--- config.mk ---
export PLATFORM = sky130hd
export DESIGN_NAME = mst_cell
export DESIGN_NICKNAME = d
export VERILOG_FILES = /design/src/hdl/mst_cell.sv
export SDC_FILE = /design/constraint.sdc
export NUM_CORES = 1
export LEC_CHECK = 0
export ABC_AREA = 1
export BUFFER_PORTS_ARGS = -buffer_cell sky130_fd_sc_hd__buf_4
export CORE_MARGIN = 5
export CORE_UTILIZATION = 45
export DETAILED_ROUTE_END_ITERATION = 10
export PLACE_DENSITY = 0.94
export SYNTH_ARGS = -nofsm -noshare
export SYNTH_HDL_FRONTEND = slang
export SYNTH_SLANG_ARGS = --single-unit
--- constraint.sdc ---
create_clock -name clk -period 1.55 [get_ports clk]
set_clock_uncertainty 0.05 [all_clocks]
set_input_delay 0.0775 -clock clk [delete_from_list [all_inputs] [get_ports clk]]
set_output_delay 0.0775 -clock clk [all_outputs]
set_load 0.01 [all_outputs]
--- src/hdl/mst_cell.sv ---
// ----------------------------------------------------------------------------
// Dense MST cell
// One node slot of the rotating chain: id, best cost, nearest tree node.
// ----------------------------------------------------------------------------
`default_nettype none
module mst_cell #(
    parameter int ID_BITS = 7,
    parameter int W       = 16
) (
    input  wire logic               clk,
    input  wire logic               rst_n,
    input  wire logic               init_en,
    input  wire logic               shift_en,
    input  wire logic [ID_BITS-1:0] init_id,
    input  wire logic [ID_BITS-1:0] d_id,
    input  wire logic [W-1:0]       d_cost,
    input  wire logic [ID_BITS-1:0] d_near,
    input  wire logic               d_in,
    output logic      [ID_BITS-1:0] q_id,
    output logic      [W-1:0]       q_cost,
    output logic      [ID_BITS-1:0] q_near,
    output logic                    q_in
);
    logic [ID_BITS-1:0] id_reg, near_reg;
    logic [W-1:0]       cost_reg;
    logic               in_reg;

    always_ff @(posedge clk or negedge rst_n)
    begin
        if (!rst_n)
        begin
            in_reg <= 1'b0;
        end
        else if (init_en)
        begin
            in_reg <= 1'b0;
        end
        else if (shift_en)
        begin
            in_reg <= d_in;
        end
    end

    always_ff @(posedge clk)
    begin
        if (init_en)
        begin
            id_reg   <= init_id;
            cost_reg <= '1;
            near_reg <= ID_BITS'(1);
        end
        else if (shift_en)
        begin
            id_reg   <= d_id;
            cost_reg <= d_cost;
            near_reg <= d_near;
        end
    end

    assign q_id   = id_reg;
    assign q_cost = cost_reg;
    assign q_near = near_reg;
    assign q_in   = in_reg;
endmodule
`default_nettype wire

==> impl_metrics.env, run 1 <==
export IMPL_ir_drop_v=0.0008904
export IMPL_combPwrFrac=0.225
export IMPL_dp_hpwl_um=2305
export IMPL_ant_nets=0
export IMPL_slew_viol_final=0
export IMPL_route_detailed_drc=0
export IMPL_diodes=0
export IMPL_postSynthAreaPerCell_sq_um=8.639
export IMPL_synth_simple_area_share=0.3323
export IMPL_outcome="finished clean"
export IMPL_synth_area_sq_um=1175
export IMPL_pwr_share_clk=0.266
export IMPL_tns_ns=0
export IMPL_synth_mux_area_frac=0
export IMPL_ios=73
export IMPL_syn2layout_area_growth_pct=81.36
export IMPL_dr_pass1_iters=4
export IMPL_fin_nets=288
export IMPL_ys_seq_area_frac=0.5921
export IMPL_grt_usage=0.2438
export IMPL_grt_max_degree=32
export IMPL_synth_top_family_by_area="simple AND/OR/NAND/NOR gates"
export IMPL_core_sq_um=2477
export IMPL_swShare=0.2575
export IMPL_reg2reg_slack_ns=0.85
export IMPL_postLayoutCoreUtil=0.8601
export IMPL_max_slew_margin_rel=0.8017
export IMPL_dp_cells=230
export IMPL_cp_end_kind="flip-flop"
export IMPL_cts_made_buffers=5
export IMPL_fill_cells=137
export IMPL_synth_fa_ha_area_frac=0
export IMPL_io_buffers=72
export IMPL_synth_compound_area_frac=0
export IMPL_place_congestion=0.7327
export IMPL_crit_type="input pin to flip-flop"
export IMPL_clk_pin_slew_ns=0.09
export IMPL_via_per_inst=4.931
export IMPL_drive_above_1_share=0.3320
export IMPL_drt_wirelength_per_cell_um=15.11
export IMPL_start_util=0.4742
export IMPL_setup_ws_ns=0.09317
export IMPL_path_max_fanout=1
export IMPL_grt_pass1_vias=1470
export IMPL_die_area_sq_um=3733
export IMPL_cts_tree="yes"
export IMPL_synth_fp_nets=178
export IMPL_antenna_found_initial=0
export IMPL_power_leakage_nw=1.075
export IMPL_p_sw_mw=0.4679
export IMPL_timing_fmax_mhz=686.4
export IMPL_cp_arrival_ns=1.48
export IMPL_stdcell_area_sq_um=2131
export IMPL_setup_viol_count_final=0
export IMPL_p_per_area_nw_per_um2=852.9
export IMPL_cts_htree_levels=2
export IMPL_synth_cell_types=11
export IMPL_whs_ns=0.02716
export IMPL_hold_viol=0
export IMPL_wl_um=4185
export IMPL_max_cap_violations=0
export IMPL_worst_setup_path_start_kind="input pin"
export IMPL_dpl_cell_area_sq_um=1680
export IMPL_clock_path_buffers=2
export IMPL_ys_warn_count=0
export IMPL_post_cts_resized=0
export IMPL_total_power_mw=1.817
export IMPL_synthCells=136
export IMPL_synth_xor_area_share=0
export IMPL_p_int_mw=1.349
export IMPL_fin_crit_ns=1.457
export IMPL_drt_iter0_markers=71
export IMPL_hold_path_class="input pin to async pin"
export IMPL_cts_num_sinks=31
export IMPL_vias=1366
export IMPL_rsz0062_at_grt="false"
export IMPL_worst_pin_slew_ns=0.2974
export IMPL_grt_overflow_total=0
export IMPL_die_w_um=61.10
export IMPL_synth_seq_cells=31
export IMPL_rows=18
export IMPL_die_h_um=61.10
export IMPL_final_cells=277
export IMPL_pwr_share_seq=0.509
export IMPL_cts_root_buf="clkbuf_4"
export IMPL_crit_required_ns=1.58
export IMPL_clock_latency_ns=0.31
export IMPL_grt_pass1_wl_um=6465
export IMPL_finalCritPeriodShare=0.9399
export IMPL_place_ws_ns=0.4687
==> repair_timing <==
action                    in CTS  in global routing
hold buffers                  39                  0
hold endpoints to repair      32                  0
setup buffers                  0                  0
==> placed cells by master (no fill, tap or decap), drive strengths merged <==
master and count:
buf 72, clkbuf 7, clkinv 1, dfrtp 1
dfxtp 23, dlygate4sd3 39, edfxtp 7, inv 3
nand2 69, nand3 24, nor2 1
==> metal layers <==
layer | GRT usage | share of wire | vias to the layer above
li1 | - | - | 650
met1 | 0.2153 | 0.33 | 628
met2 | 0.4758 | 0.55 | 67
met3 | 0.05031 | 0.062 | 21
met4 | 0.1734 | 0.058 | 0
met5 | 0 | 0 | -
==> logic make-up (layout without fill, tap and decap cells) <==
kind of cell | count (synthesis) | in the layout
buffers and inverters | 11 | 122
flip-flops | 31 | 31
AND/OR/NAND/NOR | 94 | 94
==> state kept, by name, summed over array words and instances (netlist names) <==
signal	count
q_near	7
q_in	1
q_id	7
q_cost	16
==> final cells by class <==
| cell class | count | area (sq um) | area share |
|---|---|---|---|
| clock buffers | 7 | 55.05 | 0.02584 |
| flip-flops and latches | 31 | 695.7 | 0.3265 |
| multi-input cells | 94 | 390.4 | 0.1832 |
| repair buffers | 111 | 930.9 | 0.4369 |
| well taps | 30 | 37.54 | 0.01762 |
| clock inverters | 1 | 5.005 | 0.002349 |
| inverters | 3 | 16.27 | 0.007634 |
==> synthesized netlist by cell type <==
| cell type | count | area share |
|---|---|---|
| nand2_1 | 69 | 0.22 |
| nand3_1 | 24 | 0.10 |
| dfxtp_1 | 23 | 0.39 |
| edfxtp_1 | 7 | 0.18 |
| buf_6 | 4 | 0.038 |
| buf_4 | 3 | 0.019 |
| inv_4 | 2 | 0.011 |
| buf_2 | 1 | 0.0043 |
| dfrtp_1 | 1 | 0.021 |
| inv_1 | 1 | 0.0032 |
| nor2_4 | 1 | 0.0096 |
==> power groups by stage <==
stage / sequential [mW] / clock (mW) / combinational [mW]
after floorplan: 0.966 / 0 / 0.103
after global placement: 0.935 / 0 / 0.303
after detailed placement: 0.938 / 0 / 0.311
after CTS: 0.921 / 0.486 / 0.395
after global routing: 0.929 / 0.535 / 0.439
final: 0.924 / 0.484 / 0.409
==> critical path, cell delays in order <==
cell and delay (ns):
dlygate4sd3_1 0.56, buf_4 0.15, nand2_1 0.07, nand2_1 0.05, dlygate4sd3_1 0.58
==> worst paths after layout <==
check,endpoint,startpoint,cells past startpoint
hold / removal,q_in$_DFFE_PN0P_,rst_n,2
min in group clk,q_near[2]$_SDFFE_PP0P_,init_en,4
hold reg to reg,q_near[2]$_SDFFE_PP0P_,q_near[2]$_SDFFE_PP0P_,2
setup / recovery,q_id[1]$_DFFE_PP_,d_id[1],5
max in group asynchronous,q_in$_DFFE_PN0P_,rst_n,2
setup reg to reg,q_in$_DFFE_PN0P_,q_in$_DFFE_PN0P_,2
Power figures use the tool's default switching activity.
==> run 2: changes to the inputs <==
==> constraint.sdc (replaced) <==
create_clock -name clk -period 1.55 [get_ports clk]
set_clock_uncertainty 0.05 [all_clocks]
set_input_delay 0.155 -clock clk [delete_from_list [all_inputs] [get_ports clk]]
set_output_delay 0.155 -clock clk [all_outputs]
set_load 0.01 [all_outputs]
==> impl_metrics.env, run 2 (synthesis results as in run 1) <==
export IMPL_use_met3=0.07966
export IMPL_post_cts_resized=0
export IMPL_worst_pin_slew_ns=0.2966
export IMPL_fin_nets=270
export IMPL_wl_um=3384
export IMPL_cts_made_buffers=5
export IMPL_cts_setup_buffers=0
export IMPL_place_ws_ns=0.5271
export IMPL_max_stage_delay_ns=0.40
export IMPL_p_sw_mw=0.4325
export IMPL_clock_path_buffers=2
export IMPL_cts_root_buf="clkbuf_4"
export IMPL_outcome="finished clean"
export IMPL_total_power_mw=1.703
export IMPL_cts_num_sinks=31
export IMPL_place_congestion=0.7332
export IMPL_pwr_share_seq=0.540
export IMPL_timing_fmax_mhz=936.8
export IMPL_drive_above_1_share=0.3581
export IMPL_crit_chain="buf_4"
export IMPL_dpl_cell_area_sq_um=1688
export IMPL_reg2reg_slack_ns=0.89
export IMPL_path_buf_inv=1
export IMPL_core_sq_um=2477
export IMPL_cts_tree="yes"
export IMPL_tns_ns=0
export IMPL_whs_ns=0.01394
export IMPL_pwr_share_clk=0.252
export IMPL_worst_setup_path_start_kind="flip-flop"
export IMPL_layout_commonest_cell="buf_4"
export IMPL_swShare=0.2540
export IMPL_rows=18
export IMPL_dr_pass1_iters=4
export IMPL_hold_path_class="input pin to flip-flop"
export IMPL_ff2ff_path_depth=2
export IMPL_reg2reg_to="q_in$_DFFE_PN0P_"
export IMPL_via_per_inst=4.703
export IMPL_hold_viol=0
export IMPL_largest_reg_flops=16
export IMPL_dp_cells=231
export IMPL_postLayoutCoreUtil=0.7823
export IMPL_setup_ws_ns=0.4826
export IMPL_start_util=0.4742
export IMPL_grt_overflow_total=0
export IMPL_antenna_found_initial=0
export IMPL_met1_usage=0.1939
export IMPL_slew_viol_final=0
export IMPL_p_per_area_nw_per_um2=878.7
export IMPL_grt_usage=0.2013
export IMPL_stdcell_area_sq_um=1938
export IMPL_min_to="q_near[5]$_SDFFE_PP0P_"
export IMPL_fill_cells=186
export IMPL_grt_max_degree=32
export IMPL_fin_crit_ns=1.067
export IMPL_rsz0062_at_grt="false"
export IMPL_rr_startpoint="q_in$_DFFE_PN0P_"
export IMPL_io_buffers=72
export IMPL_hp_start="d_near[5]"
export IMPL_p_int_mw=1.271
export IMPL_cp_arrival_ns=0.86
export IMPL_grt_pass1_wl_um=5285
export IMPL_cpMaxStageDelayCell="dfrtp_1"
export IMPL_die_h_um=61.10
export IMPL_syn2layout_area_growth_pct=64.96
export IMPL_clock_latency_ns=0.31
export IMPL_die_w_um=61.10
export IMPL_max_cap_violations=0
export IMPL_whs_path_depth=3
export IMPL_path_max_fanout=2
export IMPL_combPwrFrac=0.208
export IMPL_ios=73
export IMPL_drt_wirelength_per_cell_um=13.07
export IMPL_crit_required_ns=1.34
export IMPL_finalCritPeriodShare=0.6887
export IMPL_diodes=0
export IMPL_final_cells=259
export IMPL_dp_hpwl_um=2358
export IMPL_grt_busiest_layer="met2"
export IMPL_hold_buffers=18
export IMPL_max_slew_margin_rel=0.8022
export IMPL_cts_htree_levels=2
export IMPL_route_detailed_drc=0
export IMPL_drt_iter0_markers=45
export IMPL_met2_usage=0.3746
export IMPL_ir_drop_v=0.0007653
export IMPL_cp_top_family="flip-flops"
export IMPL_clk_pin_slew_ns=0.09
export IMPL_cp_end_kind="output pin"
export IMPL_final_cell_mix="73 x buf_4, 69 x nand2_1, 24 x nand3_1"
export IMPL_crit_type="flip-flop to output pin"
export IMPL_grt_pass1_vias=1181
export IMPL_ant_nets=0
export IMPL_vias=1218
export IMPL_power_leakage_nw=0.9918
export IMPL_die_area_sq_um=3733
export IMPL_setup_viol_count_final=0
## run 2: power groups by stage
stage	logic [mW]	registers, mW	clock network, mW
6_report	0.354	0.920	0.429
5_1_grt	0.387	0.927	0.493
4_1_cts	0.350	0.921	0.442
3_5_place_dp	0.314	0.939	0
3_3_place_gp	0.305	0.937	0
2_1_floorplan	0.103	0.966	0
## run 2: routing by layer
metal	part of all wire	up-vias
met3	0.081	7
met4	0.023	0
met5	0	-
li1	-	614
met1	0.34	547
met2	0.56	50
## run 2: cell type report
cell class / count / area [sq um] / share of cell area
Inverter: 3 / 16.27 / 0.008393
Multi-Input combinational cell: 94 / 390.4 / 0.2014
Tap cell: 30 / 37.54 / 0.01937
Sequential cell: 31 / 695.7 / 0.3589
Clock buffer: 7 / 45.04 / 0.02324
Timing Repair Buffer: 93 / 748.2 / 0.3861
Clock inverter: 1 / 5.005 / 0.002582
## run 2: worst max path at each step
| stage | from | cells past startpoint | to | slack [ns] |
|---|---|---|---|---|
| CTS | q_id[1]$_DFFE_PP_ | 1 | q_id[1] | 0.47 |
| global route | q_id[1]$_DFFE_PP_ | 1 | q_id[1] | 0.42 |
| finish | q_in$_DFFE_PN0P_ | 1 | q_in | 0.48 |
| floorplan | shift_en | 3 | q_id[0]$_DFFE_PP_ | 0.67 |
| detailed placement | shift_en | 3 | q_id[2]$_DFFE_PP_ | 0.53 |
| global placement | shift_en | 3 | q_id[0]$_DFFE_PP_ | 0.57 |
==> run 3: changes to the inputs <==
CORE_UTILIZATION = 41   (was 45)
PLACE_DENSITY = 0.87   (was 0.94)
clock period = 1 ns   (was 1.55 ns; I/O delays follow)
==> impl_metrics.env, run 3 (synthesis results as in run 1) <==
export IMPL_min_to="q_id[0]$_DFFE_PP_"
export IMPL_cts_made_buffers=5
export IMPL_rsz0062_at_grt="true"
export IMPL_rr_startpoint="q_in$_DFFE_PN0P_"
export IMPL_via_per_inst=4.545
export IMPL_reg2reg_slack_ns=0.21
export IMPL_die_h_um=63.53
export IMPL_hp_start="d_id[0]"
export IMPL_cts_num_sinks=31
export IMPL_grt_max_degree=32
export IMPL_finalCritPeriodShare=1.009
export IMPL_crit_required_ns=0.85
export IMPL_fin_crit_ns=1.009
export IMPL_grt_usage=0.1863
export IMPL_total_power_mw=2.704
export IMPL_p_sw_mw=0.6781
export IMPL_max_cap_violations=0
export IMPL_cp_arrival_ns=0.86
export IMPL_final_cells=275
export IMPL_wl_um=3560
export IMPL_dr_pass1_iters=5
export IMPL_final_cell_mix="69 x nand2_1, 69 x buf_4, 33 x dlygate4sd3_1"
export IMPL_cts_tree="yes"
export IMPL_swShare=0.2508
export IMPL_core_sq_um=2758
export IMPL_grt_pass1_wl_um=5858
export IMPL_syn2layout_area_growth_pct=79.98
export IMPL_ir_drop_v=0.001102
export IMPL_reg2reg_to="q_in$_DFFE_PN0P_"
export IMPL_whs_path_depth=3
export IMPL_grt_overflow_total=0
export IMPL_p_int_mw=2.026
export IMPL_place_ws_ns=0.05148
export IMPL_hold_path_class="input pin to flip-flop"
export IMPL_crit_type="flip-flop to output pin"
export IMPL_io_buffers=72
export IMPL_dp_hpwl_um=2115
export IMPL_violations="negative setup slack"
export IMPL_pwr_share_seq=0.530
export IMPL_grt_pass1_vias=1267
export IMPL_ff2ff_path_depth=3
export IMPL_max_slew_margin_rel=0.7961
export IMPL_dp_cells=233
export IMPL_antenna_found_initial=0
export IMPL_postLayoutCoreUtil=0.7668
export IMPL_dpl_cell_area_sq_um=1697
export IMPL_ant_nets=0
export IMPL_die_area_sq_um=4036
export IMPL_route_detailed_drc=0
export IMPL_p_per_area_nw_per_um2=1279
export IMPL_worst_setup_path_start_kind="flip-flop"
export IMPL_diodes=0
export IMPL_cts_root_buf="clkbuf_4"
export IMPL_tns_ns=-0.01122
export IMPL_start_util=0.4260
export IMPL_clk_pin_slew_ns=0.09
export IMPL_largest_reg_flops=16
export IMPL_drt_iter0_markers=39
export IMPL_clock_latency_ns=0.32
export IMPL_slew_viol_final=0
export IMPL_vias=1250
export IMPL_hold_viol=0
export IMPL_cpMaxStageDelayCell="edfxtp_1"
export IMPL_ios=73
export IMPL_die_w_um=63.53
export IMPL_cts_htree_levels=2
export IMPL_drt_wirelength_per_cell_um=12.95
export IMPL_place_congestion=0.7165
export IMPL_pwr_share_clk=0.244
export IMPL_path_max_fanout=1
export IMPL_path_buf_inv=1
export IMPL_cp_end_kind="output pin"
export IMPL_max_stage_delay_ns=0.40
export IMPL_clock_path_buffers=2
export IMPL_outcome="finished, violations left"
export IMPL_worst_pin_slew_ns=0.3058
export IMPL_whs_ns=0.009266
export IMPL_setup_viol_count_final=2
export IMPL_stdcell_area_sq_um=2115
export IMPL_power_leakage_nw=1.062
export IMPL_setup_ws_ns=-0.008679
export IMPL_cp_top_family="flip-flops"
export IMPL_combPwrFrac=0.227
export IMPL_fin_nets=285
export IMPL_drive_above_1_share=0.3689
export IMPL_crit_chain="buf_6"
export IMPL_timing_fmax_mhz=991.4
export IMPL_rows=19
-- run 3: worst max path at each step --
stage,start,endpoint,slack (ns),cells after the start
floorplan,shift_en,q_id[0]$_DFFE_PP_,0.17,3
global placement,shift_en,q_cost[15]$_SDFFE_PP1P_,0.07,5
detailed placement,shift_en,q_cost[1]$_SDFFE_PP1P_,0.05,5
CTS,q_id[4]$_DFFE_PP_,q_id[4],-0.008,1
global route,q_in$_DFFE_PN0P_,q_in,-0.06,1
finish,q_id[2]$_DFFE_PP_,q_id[2],-0.009,1
-- run 3: cell type report --
| cell class | instances | area, sq um |
|---|---|---|
| fillers | 217 | 643.1 |
| inverters | 3 | 16.27 |
| well taps | 31 | 38.79 |
| repair buffers | 108 | 915.9 |
| clock inverters | 1 | 5.005 |
| multi-input cells | 94 | 390.4 |
| clock buffers | 7 | 45.04 |
| flip-flops and latches | 31 | 703.2 |
-- run 3: routing by layer --
metal	global-route usage	part of all wire	up-vias
met5	0	0	-
met4	0.1013	0.041	0
met3	0.05506	0.077	16
met2	0.3338	0.54	64
met1	0.1905	0.34	527
li1	-	-	643
-- run 3: timing repair --
item	CTS	global route
gates resized for setup	3	9
endpoints found under the hold margin	31	0
hold buffers	33	0
buffers inserted	1	0
endpoints found under the setup margin	3	14
-- run 3: power groups by stage --
stage	combinational, mW	sequential [mW]	clock, mW
3_3_place_gp	0.478	1.45	0
6_report	0.613	1.43	0.659
2_1_floorplan	0.160	1.50	0
5_1_grt	0.669	1.45	0.734
4_1_cts	0.599	1.42	0.685
3_5_place_dp	0.486	1.45	0
